**src/rtl/kbrc_pkg.sv**
```systemverilog
// ----------------------------------------------------------------------------
// kbrc_pkg
// Shared types and constants for the keyboard repeat and command controller.
// ----------------------------------------------------------------------------
package kbrc_pkg;

  // Key identities are held at most this wide
  localparam int KEY_MAX_BITS = 16;

  typedef logic [KEY_MAX_BITS-1:0] key_t;
  typedef logic [7:0]              byte_t;
  typedef logic [15:0]             ms16_t;

  // Event kinds
  typedef enum logic [1:0] {
    ACT_PRESS   = 2'd0,
    ACT_RELEASE = 2'd1,
    ACT_TICK    = 2'd2,
    ACT_HOST    = 2'd3
  } action_t;

  // Classified item handed from the front to the back
  typedef struct packed {
    action_t     action;
    key_t        key;
    byte_t       scancode;
    logic [3:0]  tick_ms;
    logic [2:0]  edges;    // falling edges of the host byte on the line, plus one
  } q_item_t;

  // Configuration register contents
  typedef struct packed {
    ms16_t rep_delay;
    ms16_t rep_period;
    byte_t ack_byte;
    ms16_t beep_ms;
  } cfg_t;

endpackage

```
**src/rtl/kbrc_front.sv**
```systemverilog
// ----------------------------------------------------------------------------
// kbrc_front
// Accepts input items, masks the key, counts host byte line edges and
// queues the classified item for the back part in a two-entry queue.
// ----------------------------------------------------------------------------
module kbrc_front import kbrc_pkg::*; #(
  parameter int KEY_ID_BITS = 16
) (
  input  logic                   clk,
  input  logic                   rst_n,
  input  logic                   in_valid,
  output logic                   in_stall,
  input  logic [1:0]             in_action,
  input  logic [KEY_ID_BITS-1:0] in_key_id,
  input  logic [7:0]             in_scancode,
  input  logic [3:0]             in_tick_ms,
  input  logic [7:0]             in_host_byte,
  output logic                   q_valid,
  output q_item_t                q_head,
  input  logic                   q_pop
);

  localparam int KEY_W = (KEY_ID_BITS < KEY_MAX_BITS) ? KEY_ID_BITS : KEY_MAX_BITS;

  // Falling edges between neighbouring bits, plus the start edge
  function automatic logic [2:0] line_edges(input logic [7:0] b);
    logic [2:0] n;
    n = 3'd1;
    for (int i = 1; i < 8; i++) begin
      if (b[i-1] && !b[i]) n = n + 3'd1;
    end
    return n;
  endfunction

  q_item_t    item;
  q_item_t    q_mem_r [2];
  logic       wr_ptr_r, wr_ptr_nxt;
  logic       rd_ptr_r, rd_ptr_nxt;
  logic [1:0] cnt_r, cnt_nxt;
  logic       push;

  // Classification
  always_comb begin
    item.action   = action_t'(in_action);
    item.key      = KEY_MAX_BITS'(in_key_id[KEY_W-1:0]);
    item.scancode = in_scancode;
    item.tick_ms  = in_tick_ms;
    item.edges    = line_edges(in_host_byte);
  end

  assign in_stall = (cnt_r == 2'd2);
  assign push     = in_valid && !in_stall;
  assign q_valid  = (cnt_r != 2'd0);
  assign q_head   = q_mem_r[rd_ptr_r];

  // Queue pointers
  always_comb begin
    wr_ptr_nxt = push  ? !wr_ptr_r : wr_ptr_r;
    rd_ptr_nxt = q_pop ? !rd_ptr_r : rd_ptr_r;
    cnt_nxt    = 2'(cnt_r + {1'b0, push} - {1'b0, q_pop});
  end

  always_ff @(posedge clk) begin
    if (!rst_n) begin
      wr_ptr_r <= 1'b0;
      rd_ptr_r <= 1'b0;
      cnt_r    <= 2'd0;
    end else begin
      wr_ptr_r <= wr_ptr_nxt;
      rd_ptr_r <= rd_ptr_nxt;
      cnt_r    <= cnt_nxt;
    end
  end

  // Queue storage
  always_ff @(posedge clk) begin
    if (push) q_mem_r[wr_ptr_r] <= item;
  end

endmodule

```
**src/rtl/kbrc_back.sv**
```systemverilog
// ----------------------------------------------------------------------------
// kbrc_back
// Carries out queued items: key hold state, auto-repeat timers, host
// command decoding, lamps and beep countdown, and the result register.
// ----------------------------------------------------------------------------
module kbrc_back import kbrc_pkg::*; (
  input  logic       clk,
  input  logic       rst_n,
  input  cfg_t       cfg,
  input  logic       q_valid,
  input  q_item_t    q_head,
  output logic       q_pop,
  output logic       out_valid,
  input  logic       out_stall,
  output logic       out_byte_valid,
  output logic [7:0] out_tx_byte,
  output logic       out_last,
  output logic [5:0] out_led_mask,
  output logic       out_beep_active
);

  localparam logic ST_IDLE = 1'b0;
  localparam logic ST_REP  = 1'b1;

  // Command codes, taken as the complement of the edge counter
  localparam logic [3:0] CMD_CLEAR_A = 4'd14;
  localparam logic [3:0] CMD_ERR     = 4'd13;
  localparam logic [3:0] CMD_BEEP    = 4'd12;
  localparam logic [3:0] CMD_G00     = 4'd11;
  localparam logic [3:0] CMD_PREFIX  = 4'd10;
  localparam logic [3:0] CMD_CLEAR_B = 4'd9;
  localparam logic [3:0] CMD_G01     = 4'd8;
  localparam logic [3:0] CMD_G02     = 4'd7;
  localparam logic [3:0] CMD_G03     = 4'd6;
  localparam logic [3:0] CMD_G04     = 4'd5;
  localparam logic [3:0] REP_CAP_M1  = 4'd14;

  function automatic logic pos17(input logic signed [16:0] v);
    return !v[16] && (v != 17'sd0);
  endfunction

  logic                st_r, st_nxt;
  logic                once_r, once_nxt;
  logic [3:0]          rcnt_r, rcnt_nxt;
  key_t                held_key_r, held_key_nxt;
  byte_t               held_sc_r, held_sc_nxt;
  logic signed [16:0]  delay_r, delay_nxt;
  logic signed [16:0]  period_r, period_nxt;
  logic [3:0]          edge_r, edge_nxt;
  logic [5:0]          lamp_r, lamp_nxt;
  ms16_t               beep_r, beep_nxt;

  logic                obv_r, obyte_valid_r, olast_r, obeep_r;
  byte_t               obyte_r;
  logic [5:0]          oled_r;

  logic                out_free, emit, e_bv, e_last;
  byte_t               e_byte;
  logic signed [16:0]  eff_d, eff_p, tk, d, pp, p, sum;
  logic [3:0]          edge_sum, cmd;
  logic [5:0]          lamp_tog;

  assign out_free = !obv_r || !out_stall;

  always_comb begin
    eff_d = (cfg.rep_delay  == 16'd0) ? 17'sd1 : signed'({1'b0, cfg.rep_delay});
    eff_p = (cfg.rep_period == 16'd0) ? 17'sd1 : signed'({1'b0, cfg.rep_period});
    tk    = signed'({13'd0, q_head.tick_ms});
    d     = delay_r - tk;
    pp    = eff_p + d;
    p     = period_r - tk;
    sum   = period_r + eff_p;
    edge_sum = 4'(edge_r + {1'b0, q_head.edges});
    cmd      = ~edge_sum;
    lamp_tog = lamp_r ^ 6'h01;
  end

  // Item execution and repeat sequencing
  always_comb begin
    st_nxt       = st_r;
    once_nxt     = once_r;
    rcnt_nxt     = rcnt_r;
    held_key_nxt = held_key_r;
    held_sc_nxt  = held_sc_r;
    delay_nxt    = delay_r;
    period_nxt   = period_r;
    edge_nxt     = edge_r;
    lamp_nxt     = lamp_r;
    beep_nxt     = beep_r;
    q_pop        = 1'b0;
    emit         = 1'b0;
    e_bv         = 1'b0;
    e_byte       = 8'd0;
    e_last       = 1'b1;
    unique case (st_r)
      ST_IDLE: begin
        if (q_valid && out_free) begin
          q_pop = 1'b1;
          emit  = 1'b1;
          unique case (q_head.action)
            ACT_PRESS: begin
              held_key_nxt = q_head.key;
              held_sc_nxt  = q_head.scancode;
              delay_nxt    = eff_d;
              period_nxt   = 17'sd0;
              e_bv         = 1'b1;
              e_byte       = q_head.scancode;
            end
            ACT_RELEASE: begin
              if (held_key_r == q_head.key) begin
                held_key_nxt = '0;
                held_sc_nxt  = '0;
                delay_nxt    = 17'sd0;
                period_nxt   = 17'sd0;
              end
            end
            ACT_HOST: begin
              e_bv     = 1'b1;
              e_byte   = cfg.ack_byte;
              edge_nxt = (cmd == CMD_PREFIX) ? edge_sum : 4'd0;
              unique case (cmd)
                CMD_CLEAR_A, CMD_CLEAR_B: begin
                  lamp_nxt = 6'd0;
                  beep_nxt = 16'd0;
                end
                CMD_ERR: begin
                  lamp_nxt = lamp_tog;
                  if (lamp_tog[0]) beep_nxt = cfg.beep_ms;
                end
                CMD_BEEP: beep_nxt = cfg.beep_ms;
                CMD_G00:  lamp_nxt = lamp_r ^ 6'h02;
                CMD_G01:  lamp_nxt = lamp_r ^ 6'h04;
                CMD_G02:  lamp_nxt = lamp_r ^ 6'h08;
                CMD_G03:  lamp_nxt = lamp_r ^ 6'h10;
                CMD_G04:  lamp_nxt = lamp_r ^ 6'h20;
                default: ;
              endcase
            end
            ACT_TICK: begin
              beep_nxt = (beep_r > 16'(q_head.tick_ms)) ?
                         16'(beep_r - 16'(q_head.tick_ms)) : 16'd0;
              if (held_key_r != '0) begin
                if (pos17(delay_r)) begin
                  // initial delay running
                  if (pos17(d)) begin
                    delay_nxt = d;
                  end else begin
                    delay_nxt = 17'sd0;
                    e_bv      = 1'b1;
                    e_byte    = held_sc_r;
                    if (pos17(pp)) begin
                      period_nxt = pp;
                    end else begin
                      // overshoot beyond a whole period: one more byte
                      e_last     = 1'b0;
                      period_nxt = eff_p;
                      st_nxt     = ST_REP;
                      once_nxt   = 1'b1;
                      rcnt_nxt   = 4'd1;
                    end
                  end
                end else begin
                  // repeat period running
                  period_nxt = p;
                  if (!pos17(p)) begin
                    emit     = 1'b0;
                    st_nxt   = ST_REP;
                    once_nxt = 1'b0;
                    rcnt_nxt = 4'd0;
                  end
                end
              end
            end
            default: ;
          endcase
        end
      end
      ST_REP: begin
        if (out_free) begin
          emit   = 1'b1;
          e_bv   = 1'b1;
          e_byte = held_sc_r;
          if (once_r) begin
            st_nxt = ST_IDLE;
          end else begin
            e_last     = pos17(sum) || (rcnt_r == REP_CAP_M1);
            period_nxt = (pos17(sum) || !e_last) ? sum : eff_p;
            rcnt_nxt   = 4'(rcnt_r + 4'd1);
            if (e_last) st_nxt = ST_IDLE;
          end
        end
      end
      default: st_nxt = ST_IDLE;
    endcase
  end

  // Control and device state
  always_ff @(posedge clk) begin
    if (!rst_n) begin
      st_r       <= ST_IDLE;
      once_r     <= 1'b0;
      rcnt_r     <= 4'd0;
      held_key_r <= '0;
      held_sc_r  <= '0;
      delay_r    <= 17'sd0;
      period_r   <= 17'sd0;
      edge_r     <= 4'd0;
      lamp_r     <= 6'd0;
      beep_r     <= 16'd0;
      obv_r      <= 1'b0;
    end else begin
      st_r       <= st_nxt;
      once_r     <= once_nxt;
      rcnt_r     <= rcnt_nxt;
      held_key_r <= held_key_nxt;
      held_sc_r  <= held_sc_nxt;
      delay_r    <= delay_nxt;
      period_r   <= period_nxt;
      edge_r     <= edge_nxt;
      lamp_r     <= lamp_nxt;
      beep_r     <= beep_nxt;
      if (emit) obv_r <= 1'b1;
      else if (!out_stall) obv_r <= 1'b0;
    end
  end

  // Result register payload; lamps and beep show the state after the item
  always_ff @(posedge clk) begin
    if (emit) begin
      obyte_valid_r <= e_bv;
      obyte_r       <= e_byte;
      olast_r       <= e_last;
      oled_r        <= lamp_nxt;
      obeep_r       <= (beep_nxt != 16'd0);
    end
  end

  assign out_valid       = obv_r;
  assign out_byte_valid  = obyte_valid_r;
  assign out_tx_byte     = obyte_r;
  assign out_last        = olast_r;
  assign out_led_mask    = oled_r;
  assign out_beep_active = obeep_r;

`ifndef SYNTHESIS
  // repeats only run for a held key
  a_rep_held: assert property (@(posedge clk) disable iff (!rst_n)
    st_r == ST_REP |-> held_key_r != '0)
    else $error("repeat sequence without a held key");

  // a tick never gives more than fifteen bytes
  a_rep_cap: assert property (@(posedge clk) disable iff (!rst_n)
    st_r == ST_REP |-> rcnt_r <= REP_CAP_M1)
    else $error("repeat count beyond cap");

  // delay and period timers never run together
  a_timers: assert property (@(posedge clk) disable iff (!rst_n)
    !(pos17(delay_r) && pos17(period_r)))
    else $error("delay and period both running");

  // no item is taken while repeats are still being sent
  a_no_pop_rep: assert property (@(posedge clk) disable iff (!rst_n)
    st_r == ST_REP |-> !q_pop)
    else $error("item taken during repeat sequence");
`endif

endmodule

```
**src/rtl/keyboard_repeat_and_command_top.sv**
```systemverilog
// ----------------------------------------------------------------------------
// keyboard_repeat_and_command_top
// Keyboard controller: key auto-repeat, host command decoding, lamps, beep.
// ----------------------------------------------------------------------------
// Items enter a two-entry queue after the key is masked and the host byte's
// line edges are counted, so in_stall rises only when that queue is full.
// An accepted item reaches the back part in the next cycle; the back part takes
// it once the output register is free and loads its first result into the
// output register at that edge. Further repeat bytes of a tick follow one
// per cycle while out_stall is low. A tick whose repeats come from the period
// timer first updates the timer without a result, then sends its bytes from
// the repeat state, at most fifteen repeat bytes for one tick.
// Results wait in the output register while out_stall is high, and the back
// part holds there. Configuration writes take effect at the next item.
// ----------------------------------------------------------------------------
module keyboard_repeat_and_command_top import kbrc_pkg::*; #(
  parameter int KEY_ID_BITS = 16
) (
  input  logic                   clk,
  input  logic                   rst_n,
  input  logic                   cfg_we,
  input  logic [1:0]             cfg_index,
  input  logic [15:0]            cfg_wdata,
  input  logic                   in_valid,
  output logic                   in_stall,
  input  logic [1:0]             in_action,
  input  logic [KEY_ID_BITS-1:0] in_key_id,
  input  logic [7:0]             in_scancode,
  input  logic [3:0]             in_tick_ms,
  input  logic [7:0]             in_host_byte,
  output logic                   out_valid,
  input  logic                   out_stall,
  output logic                   out_byte_valid,
  output logic [7:0]             out_tx_byte,
  output logic                   out_last,
  output logic [5:0]             out_led_mask,
  output logic                   out_beep_active
);

  localparam logic [1:0] CFG_REPEAT_DELAY  = 2'd0;
  localparam logic [1:0] CFG_REPEAT_PERIOD = 2'd1;
  localparam logic [1:0] CFG_TYPE_CODE     = 2'd2;
  localparam logic [1:0] CFG_BEEP_MS       = 2'd3;

  cfg_t    cfg_r;
  logic    q_valid, q_pop;
  q_item_t q_head;

  // Configuration registers
  always_ff @(posedge clk) begin
    if (!rst_n) begin
      cfg_r.rep_delay  <= 16'd500;
      cfg_r.rep_period <= 16'd100;
      cfg_r.ack_byte   <= 8'd128;
      cfg_r.beep_ms    <= 16'd1000;
    end else if (cfg_we) begin
      unique case (cfg_index)
        CFG_REPEAT_DELAY:  cfg_r.rep_delay  <= cfg_wdata;
        CFG_REPEAT_PERIOD: cfg_r.rep_period <= cfg_wdata;
        CFG_TYPE_CODE:     cfg_r.ack_byte   <= cfg_wdata[7:0];
        CFG_BEEP_MS:       cfg_r.beep_ms    <= cfg_wdata;
        default: ;
      endcase
    end
  end

  kbrc_front #(
    .KEY_ID_BITS (KEY_ID_BITS)
  ) u_front (
    .clk          (clk),
    .rst_n        (rst_n),
    .in_valid     (in_valid),
    .in_stall     (in_stall),
    .in_action    (in_action),
    .in_key_id    (in_key_id),
    .in_scancode  (in_scancode),
    .in_tick_ms   (in_tick_ms),
    .in_host_byte (in_host_byte),
    .q_valid      (q_valid),
    .q_head       (q_head),
    .q_pop        (q_pop)
  );

  kbrc_back u_back (
    .clk             (clk),
    .rst_n           (rst_n),
    .cfg             (cfg_r),
    .q_valid         (q_valid),
    .q_head          (q_head),
    .q_pop           (q_pop),
    .out_valid       (out_valid),
    .out_stall       (out_stall),
    .out_byte_valid  (out_byte_valid),
    .out_tx_byte     (out_tx_byte),
    .out_last        (out_last),
    .out_led_mask    (out_led_mask),
    .out_beep_active (out_beep_active)
  );

endmodule

```
**config.mk**
```make
export PLATFORM = sky130hd
export DESIGN_NAME = keyboard_repeat_and_command_top
export DESIGN_NICKNAME = d
export VERILOG_FILES = /design/src/rtl/kbrc_pkg.sv /design/src/rtl/kbrc_front.sv /design/src/rtl/kbrc_back.sv /design/src/rtl/keyboard_repeat_and_command_top.sv
export SDC_FILE = /design/constraint.sdc
export NUM_CORES = 1
export LEC_CHECK = 0
export BUFFER_PORTS_ARGS = -buffer_cell sky130_fd_sc_hd__buf_2
export CORE_MARGIN = 3
export CORE_UTILIZATION = 29
export CTS_BUF_LIST = sky130_fd_sc_hd__clkbuf_8
export CTS_CLUSTER_SIZE = 12
export DETAILED_ROUTE_END_ITERATION = 10
export GPL_TIMING_DRIVEN = 0
export PLACE_DENSITY = 0.47
export SLEW_MARGIN = 5
export SYNTH_ARGS = -nofsm -noshare
export SYNTH_HDL_FRONTEND = slang
export SYNTH_SLANG_ARGS = --single-unit
```
**constraint.sdc**
```tcl
create_clock -name clk -period 6.5 [get_ports clk]
set_input_delay 1.3 -clock clk [delete_from_list [all_inputs] [get_ports clk]]
set_output_delay 1.3 -clock clk [all_outputs]
set_load 0.05 [all_outputs]
```
==> results.toml, run 1 <==
[run_status]
status = "completed"

[power]
p_per_area_nw_per_um2 = 616.3
leakage_nw = 6.346
ir_drop_mv = 0.2532

[place]
placed_area_sq_um = 15190
pre_cts_ws_ps = -1709
io_buffers = 78
gp_congestion = 0.9120
dp_hpwl_um = 36310

[timing]
finalMaxSlewViolations = 0
hold_viol_final = 0
rsz0062_at_grt = "no"
worst_hold_slack_ps = 465.1
relSlewSlack = 0.3566
setup_violations = 0
timing.final.crit_share = 0.9459
worst_slack_ps = 351.4
fmax_mhz = 162.6
tightestPinTransition_ps = 961.8
fin_skew_ps = 16.44
fin_crit_ps = 6149

[grt]
track_usage = 0.1862
grt_pass1_wl_um = 73070
grt_start_max_net_pins = 32
grt_use_met2 = 0.2992
grt_use_met1 = 0.2600
overflow = 0
grtUsageMet3 = 0.03048
antenna_found_initial = 0
grt_pass1_vias = 12340
grt_busiest_layer = "met2"

[route]
drtIter0Drc = 946
drt_wl_total_um = 47700
vias = 12510
postRouteAntennaNets = 0
drtPass1Iterations = 5
drcViolationCount = 0
vias_per_cell = 5.331
wl_per_cell_um = 20.32

[critical_path]
crit_buf_inv = 3
r2r_slack_ps = 350
cp_top_family = "simple AND/OR/NAND/NOR gates"
crit_path_end_kind = "flop"
cp_max_fo = 8
ff2ff_path_depth = 21
slowest_delay_ps = 540
arrival_ps = 6610
slowest_stage = "or4_1"
startpoint_type = "flop"
path_class = "reg -> reg"
cp.required_ps = 6960
r2r_end = "u_back.rcnt_r[3]"
crit_chain = "clkbuf_16 -> mux2_4 -> ha_1 -> inv_1 -> fa_1 -> a21o_1 -> a21o_1 -> nor3_1 -> xor2_1 -> ha_1 -> or4_1 -> o21a_1 -> o41ai_4 -> nand2_1 -> xnor2_1 -> or4b_1 -> or4_1 -> buf_6 -> a211oi_4 -> and2_1 -> nor3_2"

[finish]
final_nets = 1835
drive_gt1_frac = 0.1207
area_growth_syn_to_layout_pct = 15.98
fin_area_sq_um = 16210
diodes = 0

[clock_network]
clock-root-buffer = "clkbuf_8"
clk_path_buf_depth = 3
clkTransAtPathRegs_ps = 60
cts_buffers = 44
cts.sinks = 235
clk_latency_ps = 610
htree_levels = 2
cts_tree = "built"

[worst_hold_path]
hold_depth = 2
hold_end = "u_back.edge_r[2]"
hp-class = "reg -> reg"
min-delay-start = "u_back.edge_r[2]"

[synth]
ys_seq_area_frac = 0.3961
synth_common_cells = "198 x nand2_1, 152 x dfxtp_1, 129 x nor2_1, 101 x a21oi_1, 84 x clkbuf_1"
synthArstFlopShare = 0
synth.top_cell.area_share = 0.2178
synthCells = 1571
syn-num-nets = 1700
avgSynthCellArea_sq_um = 8.895
yosys.area.top_type = "dfxtp_1"
synth_top_cells_by_area = "dfxtp_1 22%, edfxtp_1 18%, ha_1 5.5%"
synthDistinctLibCells = 98
synth-edff-count = 83
ys_warn_count = 0
synth-main-ff-cell = "dfxtp_1"
yosysMostFrequentCell = "nand2_1"
synth_area_sq_um = 13970
ys_ff_latch = 235

[floorplanning]
dieArea_sq_um = 50850
boundaryPins = 80
placeableCoreArea_sq_um = 47050
die_w_um = 225.5
start_util = 0.2970
die_h_um = 225.5
fp-row-count = 79

[job]
cap_violations = 0
==> how the worst max path moves through the flow <==
stage,slack (ps),startpoint,cells after the start,end
final,350,flop,21,u_back.rcnt_r[3]
after global routing,60,flop,21,u_back.rcnt_r[2]
after CTS,20,flop,21,u_back.rcnt_r[3]
after detailed placement,-1710,flop,23,u_back.rcnt_r[3]
after global placement,-2060,flop,14,u_back.out_led_mask[2]
after floorplan,160,flop,23,u_back.rcnt_r[3]
==> kinds of logic after synthesis <==
family	Yosys count	synth area share
AND/OR/NAND/NOR	560	0.1935
AO/OA/AOI/OAI	418	0.2039
flip-flops	235	0.3961
buffers and inverters	141	0.03922
XOR/XNOR	82	0.05346
adder cells (fa/ha/maj)	69	0.06545
multiplexers	66	0.04835
==> state kept, by name (all words and copies together) (netlist names), 2 cells and up, named ones only <==
signal               flops
u_back.delay_r          17
u_back.edge_r            4
u_back.out_tx_byte       8
u_back.held_sc_r         8
u_back.held_key_r       16
u_back.rcnt_r            4
u_back.beep_r           16
u_front.cnt_r            2
u_front.q_mem_r         66
u_back.lamp_r            6
cfg_r                   56
u_back.out_led_mask      6
u_back.period_r         17
==> layer usage <==
layer  share of wire  vias up
li1                -     6020
met1            0.47     6065
met2            0.45      351
met3           0.054       75
met4           0.024        0
met5               0        -
==> layout make-up <==
class / instances / area, sq um
fill: 4957 / 30840
multi-input combinational: 1195 / 7966
sequential: 235 / 5537
tap: 607 / 759.5
clock buffer: 49 / 674.4
timing repair buffer: 92 / 528.0
buffer: 88 / 370.4
inverter: 50 / 187.7
clock inverter: 31 / 183.9
==> power breakdown <==
part	internal (mW)	total [mW]	switching, mW
Sequential	1.86	2.13	0.268
Combinational	2.33	6.44	4.11
Clock	0.740	1.42	0.678
Total	4.93	9.99	5.06
==> worst reg2reg max path, stage by stage, from the launching register on <==
cell and delay, ps:
dfxtp_2 450, clkbuf_16 220, mux2_4 240, ha_1 180
inv_1 60, fa_1 420, a21o_1 210, a21o_1 230
nor3_1 190, xor2_1 210, ha_1 330, or4_1 540
o21a_1 260, o41ai_4 300, nand2_1 110, xnor2_1 210
or4b_1 530, or4_1 530, buf_6 180, a211oi_4 310
and2_1 230, nor3_2 50
==> repair_timing <==
action                                  in CTS  in global routing
endpoints found under the setup margin      41                 23
pin swaps                                    0                  2
gates resized for setup                     10                  4
gates cloned                                 0                  0
buffers inserted                             3                  8
hold buffers                                 0                  0
==> stage by stage <==
| step | util | instances | total power, mW | TNS (ps) |
|---|---|---|---|---|
| 2_1_floorplan | - | 1571 | 6.580 | 0 |
| 3_3_place_gp | 0.3215 | 2256 | 8.291 | -74010 |
| 3_5_place_dp | 0.3229 | 2259 | 8.311 | -37060 |
| 4_1_cts | 0.3427 | 2339 | 9.826 | 0 |
| 5_1_grt | 0.3445 | 2347 | 10.71 | 0 |
| 6_report | 0.3445 | 2347 | 9.988 | 0 |
==> cell usage in the layout (no fill, tap or decap), drive strengths merged, types with 8 or more instances in the layout <==
| cell | count |
|---|---|
| a211oi | 10 |
| a21boi | 13 |
| a21o | 23 |
| a21oi | 102 |
| a221oi | 10 |
| a22oi | 32 |
| a311oi | 8 |
| a31oi | 22 |
| and2 | 21 |
| and3 | 12 |
| buf | 98 |
| clkbuf | 131 |
| clkinv | 16 |
| dfxtp | 152 |
| edfxtp | 83 |
| ha | 61 |
| inv | 64 |
| mux2 | 12 |
| mux2i | 54 |
| nand2 | 198 |
| nand2b | 18 |
| nand3 | 35 |
| nand4 | 16 |
| nor2 | 131 |
| nor2b | 24 |
| nor3 | 40 |
| nor4 | 22 |
| o211ai | 12 |
| o21a | 17 |
| o21ai | 81 |
| o221ai | 8 |
| o22ai | 12 |
| or3 | 10 |
| or4 | 9 |
| xnor2 | 37 |
| xor2 | 43 |
No activity file was read; power rests on OpenSTA's default activity.
==> run 2, diff against run 1 <==
--- a/config.mk
+++ b/config.mk
@@ -6,13 +6,15 @@
 export NUM_CORES = 1
 export LEC_CHECK = 0
 export BUFFER_PORTS_ARGS = -buffer_cell sky130_fd_sc_hd__buf_2
+export CORE_ASPECT_RATIO = 0.9
 export CORE_MARGIN = 3
-export CORE_UTILIZATION = 29
+export CORE_UTILIZATION = 47
 export CTS_BUF_LIST = sky130_fd_sc_hd__clkbuf_8
 export CTS_CLUSTER_SIZE = 12
 export DETAILED_ROUTE_END_ITERATION = 10
 export GPL_TIMING_DRIVEN = 0
-export PLACE_DENSITY = 0.47
+export PLACE_DENSITY = 0.69
+export SKIP_LAST_GASP = 1
 export SLEW_MARGIN = 5
 export SYNTH_ARGS = -nofsm -noshare
 export SYNTH_HDL_FRONTEND = slang
==> run 2 against run 1 <==
  * Clock skew rose by 3.9 ps
  * Count of clock-buffer cells in the layout fell by 5
  * Die area fell by 37%
  * Via count rose by 2.4%
  * Final area fell by 2.5%
  * Non-clock buffer count fell by 11
  * First-iteration DRC count rose by 44%
  * Register-to-register slack got worse by 40 ps
  * Sequential share of layout area rose by 0.91 points
  * Critical path type unchanged
  * Critical endpoint unchanged
  * Largest cell class unchanged
==> results.toml, run 2 (synthesized netlist as in run 1, its figures left out) <==
[run_status]
status = "completed"

[critical_path]
r2r_end = "u_back.rcnt_r[3]"
cp_max_fo = 19
crit_path_end_kind = "flop"
cp_common_cell = "o21a_1"
r2r_slack_ps = 320
cp.required_ps = 6900
startpoint_type = "flop"
endpoint = "u_back.rcnt_r[3]"
arrival_ps = 6590
slowest_delay_ps = 560
crit_chain = "buf_12 -> mux2i_4 -> ha_1 -> o21a_1 -> o21a_1 -> nor3_2 -> xnor2_1 -> inv_1 -> ha_1 -> or4_1 -> o21a_1 -> o41ai_4 -> nand2_1 -> xnor2_1 -> or4b_1 -> or4_1 -> buf_6 -> a211oi_4 -> and2_1 -> nor3_2"
ff2ff_path_depth = 20
path_class = "reg -> reg"
slowest_stage = "or4b_1"

[clock_network]
cts_buffers = 41
clk_path_buf_depth = 3
cts_tree = "built"
cts.sinks = 235
htree_levels = 2
ctsHoldBuffers = 0
clock-root-buffer = "clkbuf_8"
clkTransAtPathRegs_ps = 60
clk_latency_ps = 560

[floorplanning]
fp-row-count = 59
die_h_um = 169.6
dieArea_sq_um = 31840
boundaryPins = 80
start_util = 0.4804
die_w_um = 187.8
placeableCoreArea_sq_um = 29090

[route]
vias = 12810
drcViolationCount = 0
drt_wl_total_um = 43060
drtIter0Drc = 1358
wl_per_cell_um = 20.31
drtPass1Iterations = 6
postRouteAntennaNets = 0
vias_per_cell = 6.042

[finish]
drive_gt1_frac = 0.1114
seq_area_sq_um = 5539
largest_reg_flops = 66
largestRegisters = "u_front.q_mem_r x66, cfg_r x56"
most-common-layout-cells = "198 x nand2_1, 151 x dfxtp_1, 128 x nor2_1, 101 x a21oi_1, 83 x edfxtp_1"
fin_area_sq_um = 15800
multi_input_area_sq_um = 7976
largest-register = "u_front.q_mem_r"
nFillCells = 2749
diodes = 0
final_nets = 1821
final_common_cell = "nand2_1"
area_growth_syn_to_layout_pct = 13.04
fin_util = 0.5431

[place]
io_buffers = 78
placed_area_sq_um = 14920
gp_congestion = 0.9695
dp_hpwl_um = 32500

[job]
cap_violations = 0

[worst_hold_path]
hp-class = "reg -> reg"

[timing]
hold_viol_final = 0
setup_violations = 0
fin_skew_ps = 20.39
fin_crit_ps = 6185
worst_hold_slack_ps = 455.9
fmax_mhz = 161.7
rsz0062_at_grt = "no"
relSlewSlack = 0.3854
timing.final.crit_share = 0.9515
finalMaxSlewViolations = 0
tightestPinTransition_ps = 914.8

[grt]
track_usage = 0.2612
grt_pass1_vias = 11970
grt_pass1_wl_um = 66150
grt_start_max_net_pins = 34
antenna_found_initial = 2
overflow = 0
## run 2: worst min path at each step
stage / startpoint / to / slack, ps / depth (start not counted)
floorplan: cfg_r[0] / cfg_r[0] / 440 / 2
global placement: cfg_r[22] / cfg_r[22] / 450 / 2
detailed placement: cfg_r[22] / cfg_r[22] / 450 / 2
CTS: cfg_r[22] / cfg_r[22] / 460 / 2
global route: u_back.edge_r[2] / u_back.edge_r[2] / 480 / 2
finish: cfg_r[22] / cfg_r[22] / 460 / 2
## run 2: layout make-up
| class | count | share of cell area |
|---|---|---|
| plain buffers | 88 | 0.02313 |
| clock buffers | 44 | 0.03834 |
| clock inverters | 31 | 0.01141 |
| inverters | 50 | 0.01188 |
| multi-input cells | 1195 | 0.5050 |
| flip-flops and latches | 235 | 0.3507 |
| well taps | 396 | 0.03137 |
| repair buffers | 81 | 0.02820 |
## run 2: critical path, delay by kind of cell (launching register included)
family          cells  cell delay (ps)
compound gates      5             1330
xor+xnor            2              650
fa+ha+maj           2              580
buf+inv             3              500
flops               1              420
mux                 1              480
simple gates        7             2060
## run 2: layer usage
metal | global-route usage | part of all wire
met5 | 0 | 0.00063
met4 | 0.07078 | 0.027
met3 | 0.06010 | 0.10
met2 | 0.4031 | 0.43
met1 | 0.3703 | 0.44
## run 2: timing repair
item                                    in CTS  in global routing
pin swaps                                    0                  0
setup buffers                                1                  0
endpoints found under the setup margin      23                 23
gates resized for setup                     10                  7
## run 2: through the flow
| step | setup TNS [ps] | worst slack (ps) | instances |
|---|---|---|---|
| 3_5_place_dp | -30680 | -1519 | 2047 |
| 3_3_place_gp | -54440 | -1444 | 2045 |
| 4_1_cts | -0.7705 | -0.7705 | 2120 |
| 6_report | 0 | 315.0 | 2120 |
| 2_1_floorplan | 0 | 164.2 | 1571 |
| 5_1_grt | 0 | 54.68 | 2120 |
Power of run 2 is left out: the tool's default activity adds up to more than one toggle a clock period on the data nets, which glitch-free logic cannot reach.
